<file path="config.mk">
export PLATFORM = sky130hd
export DESIGN_NAME = two_level_chunk_allocator
export DESIGN_NICKNAME = d
export VERILOG_FILES = /design/src/tca_pkg.sv /design/src/tca_ram.sv /design/src/tca_scan.sv /design/src/two_level_chunk_allocator.sv
export SDC_FILE = /design/constraint.sdc
export NUM_CORES = 2
export LEC_CHECK = 0
export BUFFER_PORTS_ARGS = -buffer_cell sky130_fd_sc_hd__buf_4
export CELL_PAD_IN_SITES_DETAIL_PLACEMENT = 1
export CELL_PAD_IN_SITES_GLOBAL_PLACEMENT = 2
export CORE_MARGIN = 8
export CORE_UTILIZATION = 46
export CTS_BUF_LIST = sky130_fd_sc_hd__clkbuf_16
export CTS_CLUSTER_SIZE = 14
export DETAILED_ROUTE_END_ITERATION = 16
export GPL_ROUTABILITY_DRIVEN = 0
export PLACE_DENSITY_LB_ADDON = 0.1
export SETUP_SLACK_MARGIN = 0.15
export SKIP_CTS_REPAIR_TIMING = 1
export SYNTH_ARGS = -nofsm -noshare
export SYNTH_HDL_FRONTEND = slang
export SYNTH_SLANG_ARGS = --single-unit
</file>
<file path="constraint.sdc">
create_clock -name aclk -period 6.6 [get_ports aclk]
set_input_delay 0.33 -clock aclk [delete_from_list [all_inputs] [get_ports aclk]]
set_output_delay 0.33 -clock aclk [all_outputs]
set_load 0.01 [all_outputs]
</file>
<file path="src/tca_pkg.sv">
// ----------------------------------------------------------------------------
// Two-level chunk allocator package
// Shared request codes, status codes, search constants and helper functions.
// ----------------------------------------------------------------------------
package tca_pkg;

    localparam int GROUP       = 16;
    localparam int GROUP_W     = 4;
    localparam int BLK_IDX_W   = 8;
    localparam int COUNT_W     = 11;
    localparam logic [COUNT_W-1:0] COUNT_MAX = 11'd2047;

    localparam logic [1:0] ACT_ALLOC  = 2'd0;
    localparam logic [1:0] ACT_FREE   = 2'd1;
    localparam logic [1:0] ACT_QUERY  = 2'd2;
    localparam logic [1:0] ACT_REINIT = 2'd3;

    localparam logic [1:0] ST_OK       = 2'd0;
    localparam logic [1:0] ST_NOSPACE  = 2'd1;
    localparam logic [1:0] ST_NOTALLOC = 2'd2;

    typedef struct packed {
        logic                 done;
        logic                 use_found;
        logic [BLK_IDX_W-1:0] use_idx;
        logic                 open_found;
        logic [BLK_IDX_W-1:0] open_idx;
    } scan_res_t;

    function automatic logic [GROUP_W-1:0] lowest_set(input logic [GROUP-1:0] v);
        logic [GROUP_W-1:0] idx;
        idx = '0;
        for (int i = GROUP - 1; i >= 0; i--) begin
            if (v[i]) begin
                idx = GROUP_W'(i);
            end
        end
        return idx;
    endfunction

endpackage

</file>
<file path="src/tca_ram.sv">
// ----------------------------------------------------------------------------
// Generic single-port-write, single-port-read RAM
// One write and one registered read per cycle; read data holds when idle.
// ----------------------------------------------------------------------------
module tca_ram #(
    parameter int WIDTH = 16,
    parameter int DEPTH = 64
) (
    input  logic                     aclk,
    input  logic                     we,
    input  logic [$clog2(DEPTH)-1:0] waddr,
    input  logic [WIDTH-1:0]         wdata,
    input  logic                     re,
    input  logic [$clog2(DEPTH)-1:0] raddr,
    output logic [WIDTH-1:0]         rdata
);

    logic [WIDTH-1:0] mem [DEPTH];
    logic [WIDTH-1:0] rdata_reg;

    always_ff @(posedge aclk) begin
        if (we) begin
            mem[waddr] <= wdata;
        end
        if (re) begin
            rdata_reg <= mem[raddr];
        end
    end

    assign rdata = rdata_reg;

endmodule

</file>
<file path="src/tca_scan.sv">
// ----------------------------------------------------------------------------
// Block search unit
// Walks the block maps one group of sixteen blocks per cycle and finds the
// lowest in-use block with a free slot or, failing that, the lowest openable free block.
// ----------------------------------------------------------------------------
module tca_scan #(
    parameter int NUM_BLOCKS = 64
) (
    input  logic                              aclk,
    input  logic                              aresetn,
    input  logic                              start,
    input  logic [NUM_BLOCKS-1:0]             in_use,
    input  logic [NUM_BLOCKS-1:0]             has_free,
    input  logic [$clog2(NUM_BLOCKS+1)-1:0]   lim,
    output tca_pkg::scan_res_t                res
);
    import tca_pkg::*;

    localparam int NUM_GROUPS = (NUM_BLOCKS + GROUP - 1) / GROUP;
    localparam int PAD        = NUM_GROUPS * GROUP;
    localparam int GW         = (NUM_GROUPS > 1) ? $clog2(NUM_GROUPS) : 1;

    logic [PAD-1:0]       use_pad;
    logic [PAD-1:0]       free_pad;
    logic [GROUP-1:0]     use_grp;
    logic [GROUP-1:0]     lim_mask;
    logic [GROUP-1:0]     cand_use;
    logic [GROUP-1:0]     cand_open;

    logic                 busy_reg;
    logic                 done_reg;
    logic [GW-1:0]        grp_reg;
    logic                 use_found_reg;
    logic                 open_found_reg;
    logic [BLK_IDX_W-1:0] use_idx_reg;
    logic [BLK_IDX_W-1:0] open_idx_reg;

    assign use_pad  = PAD'(in_use);
    assign free_pad = PAD'(has_free);

    always_comb begin
        use_grp = use_pad[grp_reg*GROUP +: GROUP];
        for (int i = 0; i < GROUP; i++) begin
            lim_mask[i] = (32'({grp_reg, GROUP_W'(i)}) < 32'(lim));
        end
        cand_use  = use_grp & free_pad[grp_reg*GROUP +: GROUP];
        cand_open = ~use_grp & lim_mask;
    end

    always_ff @(posedge aclk) begin
        if (!aresetn) begin
            busy_reg       <= 1'b0;
            done_reg       <= 1'b0;
            grp_reg        <= '0;
            use_found_reg  <= 1'b0;
            open_found_reg <= 1'b0;
        end else begin
            done_reg <= 1'b0;
            if (start) begin
                busy_reg       <= 1'b1;
                grp_reg        <= '0;
                use_found_reg  <= 1'b0;
                open_found_reg <= 1'b0;
            end else if (busy_reg) begin
                if (|cand_use) begin
                    use_found_reg <= 1'b1;
                    use_idx_reg   <= BLK_IDX_W'({grp_reg, lowest_set(cand_use)});
                    busy_reg      <= 1'b0;
                    done_reg      <= 1'b1;
                end else begin
                    if (|cand_open && !open_found_reg) begin
                        open_found_reg <= 1'b1;
                        open_idx_reg   <= BLK_IDX_W'({grp_reg, lowest_set(cand_open)});
                    end
                    if (grp_reg == GW'(NUM_GROUPS - 1)) begin
                        busy_reg <= 1'b0;
                        done_reg <= 1'b1;
                    end else begin
                        grp_reg <= grp_reg + 1'b1;
                    end
                end
            end
        end
    end

    assign res.done       = done_reg;
    assign res.use_found  = use_found_reg;
    assign res.use_idx    = use_idx_reg;
    assign res.open_found = open_found_reg;
    assign res.open_idx   = open_idx_reg;

endmodule

</file>
<file path="src/two_level_chunk_allocator.sv">
// ----------------------------------------------------------------------------
// Two-level chunk allocator
// Bitmap allocator of fixed-size chunks grouped in blocks, one result per
// request.
// ----------------------------------------------------------------------------
// The chunk bitmaps live in a RAM with a registered read; in-use
// and has-free flags per block sit in flip-flops. A request is handled one at
// a time. Free, query and an allocate served from the current block pass
// from acceptance with the bitmap read to update and write back, then to the
// result on the output. Reinitialize and requests naming a block not in use
// skip the bitmap read. An allocate that must search walks the block maps
// sixteen blocks per cycle and stops at the first group holding an in-use
// block with a free slot, then reads that block or opens a free one. The
// next request is accepted in the cycle after the result is registered,
// while that result may still wait on the output.
// ----------------------------------------------------------------------------
module two_level_chunk_allocator #(
    parameter int NUM_BLOCKS      = 64,
    parameter int SLOTS_PER_BLOCK = 16
) (
    input  logic                        aclk,
    input  logic                        aresetn,
    input  logic                        cfg_valid,
    output logic                        cfg_ready,
    input  logic [6:0]                  cfg_data,
    input  logic                        s_valid,
    output logic                        s_ready,
    input  logic [1:0]                  s_action,
    input  logic [5:0]                  s_block_index,
    input  logic [4:0]                  s_chunk_number,
    output logic                        m_valid,
    input  logic                        m_ready,
    output logic [1:0]                  m_status,
    output logic [5:0]                  m_out_block,
    output logic [4:0]                  m_out_chunk,
    output logic [tca_pkg::COUNT_W-1:0] m_free_count
);
    import tca_pkg::*;

    localparam int BW    = $clog2(NUM_BLOCKS);
    localparam int LIM_W = $clog2(NUM_BLOCKS + 1);
    localparam int SW    = SLOTS_PER_BLOCK;

    localparam logic [1:0] S_IDLE = 2'd0;
    localparam logic [1:0] S_READ = 2'd1;
    localparam logic [1:0] S_SCAN = 2'd2;
    localparam logic [1:0] S_FIN  = 2'd3;

    localparam logic [1:0] K_BAD     = 2'd0;
    localparam logic [1:0] K_REINIT  = 2'd1;
    localparam logic [1:0] K_OPEN    = 2'd2;
    localparam logic [1:0] K_NOSPACE = 2'd3;

    localparam logic [SW-1:0] ALL_ONES = {SW{1'b1}};

    function automatic logic [LIM_W-1:0] usable(input logic [6:0] tb);
        return (32'(tb) > NUM_BLOCKS) ? LIM_W'(NUM_BLOCKS) : LIM_W'(tb);
    endfunction

    function automatic logic [COUNT_W-1:0] reload(input logic [6:0] tb);
        logic [31:0] n;
        n = 32'(usable(tb)) * 32'(SLOTS_PER_BLOCK);
        return (n > 32'(COUNT_MAX)) ? COUNT_MAX : COUNT_W'(n);
    endfunction

    logic [1:0]            state_reg, state_next;
    logic [1:0]            act_reg, act_next;
    logic [4:0]            cn_reg, cn_next;
    logic [BW-1:0]         addr_reg, addr_next;
    logic [1:0]            kind_reg, kind_next;
    logic [6:0]            total_reg;
    logic [BW-1:0]         cur_reg, cur_next;
    logic                  cur_valid_reg, cur_valid_next;
    logic [COUNT_W-1:0]    count_reg, count_next;
    logic [NUM_BLOCKS-1:0] in_use_reg, in_use_next;
    logic [NUM_BLOCKS-1:0] has_free_reg, has_free_next;

    logic                  m_valid_reg, m_valid_next;
    logic [1:0]            status_reg, status_next;
    logic [5:0]            out_block_reg, out_block_next;
    logic [4:0]            out_chunk_reg, out_chunk_next;
    logic [COUNT_W-1:0]    free_count_reg;

    logic                  ram_we;
    logic [BW-1:0]         ram_waddr;
    logic [SW-1:0]         ram_wdata;
    logic                  ram_re;
    logic [BW-1:0]         ram_raddr;
    logic [SW-1:0]         ram_rdata;

    logic                  scan_start;
    scan_res_t             scan_res;

    logic                  accept;
    logic                  out_free;
    logic                  in_range;
    logic [BW-1:0]         req_blk;
    logic [SW-1:0]         low_oh;
    logic [SW-1:0]         slot_sel;
    logic [SW-1:0]         bm_set;
    logic [SW-1:0]         bm_clr;
    logic [4:0]            low_num;
    logic [COUNT_W-1:0]    count_dec;
    logic [COUNT_W-1:0]    count_inc;

    assign cfg_ready = 1'b1;
    assign s_ready   = (state_reg == S_IDLE);
    assign accept    = s_valid && s_ready;
    assign out_free  = !m_valid_reg || m_ready;
    assign in_range  = (32'(s_block_index) < NUM_BLOCKS);
    assign req_blk   = BW'(s_block_index);

    assign count_dec = (count_reg == '0) ? '0 : count_reg - 1'b1;
    assign count_inc = (count_reg == COUNT_MAX) ? COUNT_MAX : count_reg + 1'b1;

    always_comb begin
        low_oh  = ~ram_rdata & (ram_rdata + 1'b1);
        bm_set  = ram_rdata | low_oh;
        low_num = '0;
        for (int i = 0; i < SW; i++) begin
            slot_sel[i] = (cn_reg == 5'(i + 1));
            if (low_oh[i]) begin
                low_num = 5'(i + 1);
            end
        end
        bm_clr = ram_rdata & ~slot_sel;
    end

    tca_ram #(
        .WIDTH (SW),
        .DEPTH (NUM_BLOCKS)
    ) u_bitmap_ram (
        .aclk  (aclk),
        .we    (ram_we),
        .waddr (ram_waddr),
        .wdata (ram_wdata),
        .re    (ram_re),
        .raddr (ram_raddr),
        .rdata (ram_rdata)
    );

    tca_scan #(
        .NUM_BLOCKS (NUM_BLOCKS)
    ) u_scan (
        .aclk     (aclk),
        .aresetn  (aresetn),
        .start    (scan_start),
        .in_use   (in_use_reg),
        .has_free (has_free_reg),
        .lim      (usable(total_reg)),
        .res      (scan_res)
    );

    always_comb begin
        state_next     = state_reg;
        act_next       = act_reg;
        cn_next        = cn_reg;
        addr_next      = addr_reg;
        kind_next      = kind_reg;
        cur_next       = cur_reg;
        cur_valid_next = cur_valid_reg;
        count_next     = count_reg;
        in_use_next    = in_use_reg;
        has_free_next  = has_free_reg;
        m_valid_next   = m_valid_reg && !m_ready;
        status_next    = status_reg;
        out_block_next = out_block_reg;
        out_chunk_next = out_chunk_reg;
        ram_we         = 1'b0;
        ram_waddr      = addr_reg;
        ram_wdata      = bm_set;
        ram_re         = 1'b0;
        ram_raddr      = addr_reg;
        scan_start     = 1'b0;

        case (state_reg)
            S_IDLE: begin
                if (accept) begin
                    act_next = s_action;
                    cn_next  = s_chunk_number;
                    case (s_action)
                        ACT_ALLOC: begin
                            if (cur_valid_reg && has_free_reg[cur_reg]) begin
                                ram_re     = 1'b1;
                                ram_raddr  = cur_reg;
                                addr_next  = cur_reg;
                                state_next = S_READ;
                            end else begin
                                scan_start = 1'b1;
                                state_next = S_SCAN;
                            end
                        end
                        ACT_FREE, ACT_QUERY: begin
                            if (in_range && in_use_reg[req_blk]) begin
                                ram_re     = 1'b1;
                                ram_raddr  = req_blk;
                                addr_next  = req_blk;
                                state_next = S_READ;
                            end else begin
                                kind_next  = K_BAD;
                                state_next = S_FIN;
                            end
                        end
                        default: begin
                            kind_next  = K_REINIT;
                            state_next = S_FIN;
                        end
                    endcase
                end
            end
            S_SCAN: begin
                if (scan_res.done) begin
                    if (scan_res.use_found) begin
                        ram_re     = 1'b1;
                        ram_raddr  = BW'(scan_res.use_idx);
                        addr_next  = BW'(scan_res.use_idx);
                        state_next = S_READ;
                    end else if (scan_res.open_found) begin
                        addr_next  = BW'(scan_res.open_idx);
                        kind_next  = K_OPEN;
                        state_next = S_FIN;
                    end else begin
                        kind_next  = K_NOSPACE;
                        state_next = S_FIN;
                    end
                end
            end
            S_READ: begin
                if (out_free) begin
                    m_valid_next   = 1'b1;
                    out_block_next = '0;
                    out_chunk_next = '0;
                    status_next    = ST_OK;
                    cur_next       = addr_reg;
                    cur_valid_next = 1'b1;
                    if (act_reg == ACT_ALLOC) begin
                        ram_we                  = 1'b1;
                        ram_wdata               = bm_set;
                        has_free_next[addr_reg] = (bm_set != ALL_ONES);
                        count_next              = count_dec;
                        out_block_next          = 6'(addr_reg);
                        out_chunk_next          = low_num;
                    end else if (!(|(ram_rdata & slot_sel))) begin
                        status_next = ST_NOTALLOC;
                    end else if (act_reg == ACT_FREE) begin
                        ram_we                  = 1'b1;
                        ram_wdata               = bm_clr;
                        has_free_next[addr_reg] = 1'b1;
                        count_next              = count_inc;
                        if (bm_clr == '0) begin
                            in_use_next[addr_reg] = 1'b0;
                            cur_next              = '0;
                            cur_valid_next        = 1'b0;
                        end
                    end
                    state_next = S_IDLE;
                end
            end
            S_FIN: begin
                if (out_free) begin
                    m_valid_next   = 1'b1;
                    out_block_next = '0;
                    out_chunk_next = '0;
                    status_next    = ST_OK;
                    case (kind_reg)
                        K_BAD: begin
                            status_next = ST_NOTALLOC;
                        end
                        K_REINIT: begin
                            cur_next       = '0;
                            cur_valid_next = 1'b0;
                            count_next     = reload(total_reg);
                        end
                        K_OPEN: begin
                            ram_we                  = 1'b1;
                            ram_wdata               = SW'(1);
                            in_use_next[addr_reg]   = 1'b1;
                            has_free_next[addr_reg] = (SW > 1);
                            cur_next                = addr_reg;
                            cur_valid_next          = 1'b1;
                            count_next              = count_dec;
                            out_block_next          = 6'(addr_reg);
                            out_chunk_next          = 5'd1;
                        end
                        default: begin
                            status_next    = ST_NOSPACE;
                            cur_next       = '0;
                            cur_valid_next = 1'b0;
                        end
                    endcase
                    state_next = S_IDLE;
                end
            end
            default: begin
                state_next = S_IDLE;
            end
        endcase
    end

    always_ff @(posedge aclk) begin
        if (!aresetn) begin
            state_reg     <= S_IDLE;
            total_reg     <= 7'd64;
            cur_reg       <= '0;
            cur_valid_reg <= 1'b0;
            count_reg     <= reload(7'd64);
            in_use_reg    <= '0;
            has_free_reg  <= '0;
            m_valid_reg   <= 1'b0;
        end else begin
            state_reg     <= state_next;
            cur_reg       <= cur_next;
            cur_valid_reg <= cur_valid_next;
            count_reg     <= count_next;
            in_use_reg    <= in_use_next;
            has_free_reg  <= has_free_next;
            m_valid_reg   <= m_valid_next;
            if (cfg_valid && cfg_ready) begin
                total_reg <= cfg_data;
            end
        end
    end

    always_ff @(posedge aclk) begin
        act_reg        <= act_next;
        cn_reg         <= cn_next;
        addr_reg       <= addr_next;
        kind_reg       <= kind_next;
        status_reg     <= status_next;
        out_block_reg  <= out_block_next;
        out_chunk_reg  <= out_chunk_next;
        if (m_valid_next && !(m_valid_reg && !m_ready)) begin
            free_count_reg <= count_next;
        end
    end

    assign m_valid      = m_valid_reg;
    assign m_status     = status_reg;
    assign m_out_block  = out_block_reg;
    assign m_out_chunk  = out_chunk_reg;
    assign m_free_count = free_count_reg;

endmodule

</file>
* Word-level counts from Yosys, hierarchy flattened
Memories as Yosys holds them, arrays and structs flattened. A register that Yosys moved wholly into a read port is not among the register bits. Index checks and enable logic that the tools add are counted.
Operators by class: reductions and logical operators 46, equal/unequal tests 44, $lt $le $gt $ge 22, add/sub/neg operators 4, bitwise logic cells 18, multiplexer cells 172, shift-type cells 2
Operators by type and width (number):
- $mux W64 | 13
- $pmux W64 S2 | 2
- $or A64 B64 Y64 | 2
- $shiftx A64 B7 Y16 | 2
- $lt A6 B7 Y1 | 16
- $mux W6 | 18
- $mux W16 | 6
- $mux W11 | 8
- $mux W5 | 17
- $and A16 B16 Y16 | 5
- $pmux W6 S2 | 6
- $and A64 B64 Y64 | 1
- $bwmux W64 | 1
- $mux W4 | 16
- $not A64 Y64 | 1
- $not A16 Y16 | 3
- $reduce_or A16 Y1 | 3
- $pmux W11 S2 | 2
- $eq A5 B4 Y1 const B | 8
- $mux W1 | 39
- $mux W2 | 19
- $pmux W16 S2 | 1
- $mux W3 | 8
- $lt A6 B7 Y1 const B | 3
- 45 further kinds | 108
Word-level totals: bits of input ports 25, logic and storage cells 340, memories 1, RAM bits 1024, register bits after elaboration 213, output and inout port bits 27
Memory list:
- u_bitmap_ram.mem | depth 64, bits a word 16, read ports 1, clocked after memory_dff 1, wr ports 1, RTL line tca_ram.sv:18 | logic [WIDTH-1:0] mem [DEPTH];

* Logic depth before layout (Yosys ltp)
depth in word-level cells 21, depth in mapped cells 19

* By module
A second synthesis with hierarchy kept.
Unflattened totals: cell total of the unflattened synthesis 3351, area, all modules 54253.3 sq um
By module, submodules not included:
- tca_ram | area each 40138.5 sq um, instances 1, sequential area each 31230.0 sq um, cells an instance 1820
- two_level_chunk_allocator | area each 11881.4 sq um, instances 1, sequential area each 4294.1 sq um, cells an instance 1310
- tca_scan | area each 2233.4 sq um, instances 1, sequential area each 480.5 sq um, cells an instance 221

* Worst setup path after synthesis
OpenSTA, ideal clock, no wires.
kind reg-to-reg, start point register cn_reg[0], end point memory u_bitmap_ram.mem[0][7], data pin, slack 1.348 ns, arrival time 4.704 ns, path buffers 3, data required time 6.052 ns, stages on the path, launching flop included 12, path through edfxtp_1 -> clkbuf_1 -> buf_2 -> o22ai_1 -> mux4_2 -> a221oi_1 -> or3b_2 -> clkbuf_1 -> nor2_1 -> o21bai_1 -> nand3_1 -> a21oi_1
Between the ends: cells in the longest elaborated chain, start to end 8
Ends and longest elaborated chain:
- from (decl) | RTL line two_level_chunk_allocator.sv:68 | logic [4:0] cn_reg, cn_next;
- from (signal assigned) | RTL line two_level_chunk_allocator.sv:326 | cn_reg <= cn_next;
- branches (longest 4 deep; another with $and A16 B16 Y16)
- $mux W16 * | RTL line two_level_chunk_allocator.sv:243 | end else if (!(|(ram_rdata & slot_sel))) begin
- $mux W16 * | RTL line two_level_chunk_allocator.sv:236 | if (act_reg == ACT_ALLOC) begin
- $mux W16 * | RTL line two_level_chunk_allocator.sv:229 | if (out_free) begin
- $pmux W16 S2 * | RTL line two_level_chunk_allocator.sv:176 | case (state_reg)
- named net ram_wdata[7] | RTL line two_level_chunk_allocator.sv:86 | logic [SW-1:0] ram_wdata;
- to (decl) | RTL line tca_ram.sv:18
Mark *: on every way through the listed nets, which the timed path passes.

* Worst setup path in the final report
start point register cur_reg[2], end point register u_bitmap_ram.rdata_reg[1] (netlist: u_bitmap_ram.rdata[1]) (read register of u_bitmap_ram.mem), data pin
Between the ends: cells in the longest elaborated chain, start to end 7
Ends and longest elaborated chain:
- from (decl) | RTL line two_level_chunk_allocator.sv:72 | logic [BW-1:0] cur_reg, cur_next;
- from (signal assigned) | RTL line two_level_chunk_allocator.sv:312 | cur_reg <= cur_next;
- $bmux W1 S6 | RTL line two_level_chunk_allocator.sv:183 | if (cur_valid_reg && has_free_reg[cur_reg]) begin
- $mux W1 (not written as such) | RTL line two_level_chunk_allocator.sv:183
- $logic_and A1 B1 Y1 | RTL line two_level_chunk_allocator.sv:183
- $mux W6 or $mux W1 (tied branches)
- $pmux W6 S2 or $pmux W1 S2 (tied branches)
- $mux W6 or $mux W1 (tied branches)
- $pmux W6 S2 or $pmux W1 S2 (tied branches) | RTL line two_level_chunk_allocator.sv:176
- to (decl) | RTL line tca_ram.sv:19 | logic [WIDTH-1:0] rdata_reg;
Several ways; a longest one is shown, not always the timed one. The select of a mux whose other input is x is not followed. A chain may end at the register's enable or synchronous reset.

==> metrics.txt <==
initial core utilization 46.3%; CTS tree yes; Final period util 92.5%; met3 Resource Use GR 4.35%; mean area per synthesized cell 13.4 sq um; Critical R2R Launch cur_reg[2]; Startpoint Class flip-flop; Worst Hold Depth 5; commonest cells after routing, fill and taps aside edfxtp_1 (1,091), mux2i_1 (347), nor2_1 (322); H-tree Lvls 4; FF/Latch Area 0.0360 sq mm; max reg flops 1,024; Final Skew 35.6 ps; PwrDens 357 mW/mm^2; Worst Setup SP cur_reg[2]; drc violations 0; post-route cell area 0.0609 sq mm; CP max-delay cell a2111oi_1; placed cell count 5,457; routed len/inst 31.2 um; unrepaired setup endpoints after global routing false; Synth async-reset ratio 0%; CTS max path bufs 3; I/O pin count 52; Worst EP required 7050 ps; vias in the first global route 37.1k; Area growth syn-to-layout 13.2%; maximum VDD drop 0.000260 V; Max FO, Critical Path 24; M2 GR Usage 43.8%; gr ovfl total 0; proportion of layout cells with a drive suffix above 1 15.6%; die area 0.128 sq mm; synthesized area 0.0538 sq mm; Post-synth EDFFs 1,091; core box area 0.116 sq mm; HPWL after DPL 115,000 um; pin count of the biggest net entering global routing 112; Initial DRC Count 3,592; WL final 178,000 um; global-route wire length before repair 258,000 um; post-layout util 52.4%; Mapped Cells 4,013; Critical R2R Capture u_bitmap_ram.rdata[1]; row count 125; Placed Area 0.0563 sq mm; leakage power 20.7 nW; worst path cell trace nor2b_1 -> a22oi_1 -> a211oi_1 -> nor3b_1 -> a221o_1 -> nand2_1 -> a311o_1 -> nand2_2 -> o22ai_1 -> o21ai_1 -> a2111oi_1 -> nor4b_2; fmax 164 MHz; Least-Margin Pin Slew 1400 ps; met1 Use GR 38.3%; max incr delay on CP 1230 ps; vias 36.5k; Mapped Nets 4,051; Seq/Total Area, Yosys 66.9%; Die Wd 358 um; die span in y 358 um; number of port buffers 50; CP arrival 6550 ps; antenna violations before repair 4; ant diodes 0; Setup TNS 0 ps; Worst-path clk slew 60 ps; register bit total from synthesis 1,253; # setup viols final 0; Setup CP Type reg2reg; Num CTS Buffers 135; max-slew violations 0; drt first pass iters 6; R2R setup slack 500 ps; R2R cell count 12; cell family with most CP delay compound AO/OA/AOI/OAI gates; Worst Hold End m_valid; worst hold slack 53.5 ps; antenna-violating nets left 0; CTS sink count 1,253; DR vias/cell 6.38; crit path time final 6100 ps; worst min path class in2reg; buffers plus inverters on the worst setup path 0; Slew HR 6.55%; Most Crowded Layer GR met2; Main synth FF type edfxtp_1; Worst-Skew Late Latency 770 ps; Root Driver clkbuf_16; commonest non-fill, non-tap cell in the layout edfxtp_1; Final nets 4,131; area taken by multi-input logic gates 0.0166 sq mm; Synth warnings 0; max-cap viol count 0; HP Start m_ready; fill count 11.4k; final hold vios 0; post-synth cell types 92; fin cells 5,722; Total GRT Usage 27.3%; CP Capture Type flip-flop; status finished clean
-- area by class of cell --
cell class / instances / area share [%]
Clock buffer: 137 / 5.63
Clock inverter: 105 / 1.42
Inverter: 50 / 0.312
Multi-Input combinational cell: 2418 / 27.2
Sequential cell: 1253 / 59.2
Tap cell: 1524 / 3.13
Timing Repair Buffer: 235 / 3.14
-- logic make-up after synthesis --
kind of cell    Yosys count  share of synthesized area, %
other cells               1                       0.00697
flops                  1253                          66.9
mux                     459                          9.49
fa+ha+maj                17                         0.377
compound gates          867                          10.9
buf+inv                 342                          2.89
xor+xnor                  6                        0.0977
simple gates           1068                          9.24
-- worst max-delay path by stage --
stage	slack [ps]	cells past startpoint	end
5_1_grt	270	14	u_bitmap_ram.rdata[6]
3_5_place_dp	510	13	u_bitmap_ram.rdata[1]
3_3_place_gp	600	13	u_bitmap_ram.rdata[1]
6_report	500	12	u_bitmap_ram.rdata[1]
2_1_floorplan	1350	11	u_bitmap_ram.mem[0][7]
4_1_cts	600	14	u_bitmap_ram.rdata[6]
-- synthesized netlist by cell type, types with 13 or more instances --
| library cell | instances | area, sq um |
|---|---|---|
| a22oi_1 | 62 | 465 |
| buf_6 | 14 | 158 |
| o22a_1 | 17 | 149 |
| nand2b_1 | 18 | 113 |
| o221a_2 | 15 | 169 |
| and3_1 | 30 | 188 |
| edfxtp_1 | 1091 | 32800 |
| dfxtp_1 | 162 | 3240 |
| and2_1 | 28 | 175 |
| o211ai_1 | 18 | 135 |
| mux2_2 | 79 | 890 |
| inv_1 | 48 | 180 |
| a21oi_1 | 189 | 946 |
| nor2_1 | 377 | 1420 |
| o221ai_1 | 32 | 280 |
| buf_4 | 22 | 165 |
| nand3_1 | 95 | 475 |
| o21ai_1 | 20 | 100 |
| o32ai_1 | 18 | 158 |
| mux2i_1 | 347 | 3470 |
| o21ai_0 | 106 | 531 |
| o31ai_1 | 31 | 233 |
| a31oi_1 | 31 | 194 |
| o22ai_1 | 159 | 995 |
| buf_2 | 59 | 295 |
| ha_1 | 13 | 163 |
| nor3_1 | 143 | 716 |
| mux4_2 | 33 | 743 |
| clkbuf_1 | 184 | 691 |
| nor4b_2 | 14 | 210 |
| nand2_1 | 269 | 1010 |
| a211o_1 | 21 | 184 |
| a2111oi_0 | 17 | 149 |
| nor2b_1 | 20 | 125 |
| a211oi_1 | 49 | 368 |
| or3_1 | 23 | 144 |
-- through the flow --
step	worst slack (ps)	power [mW]
finish	495	21.8
global placement	596	14.3
floorplan	1350	12.4
global route	266	22.4
CTS	602	21.8
detailed placement	512	14.5
-- power by group --
part | internal (mW) | switching [mW]
logic | 1.69 | 3.64
registers | 8.88 | 0.172
clock network | 4.19 | 3.19
-- routing by layer --
metal	vias to the layer above	wire length [um]
met5	-	0
met4	0	5180
met3	278	12800
met2	1449	83300
met1	19126	77100
li1	15664	-
-- worst reg2reg max path: cells and delay by family, from the launching register on --
| kind | cells | cell delay (ps) |
|---|---|---|
| compound gates | 7 | 3360 |
| simple gates | 5 | 2000 |
| flops | 1 | 440 |
Note: power is estimated with default switching activity, not from simulation.
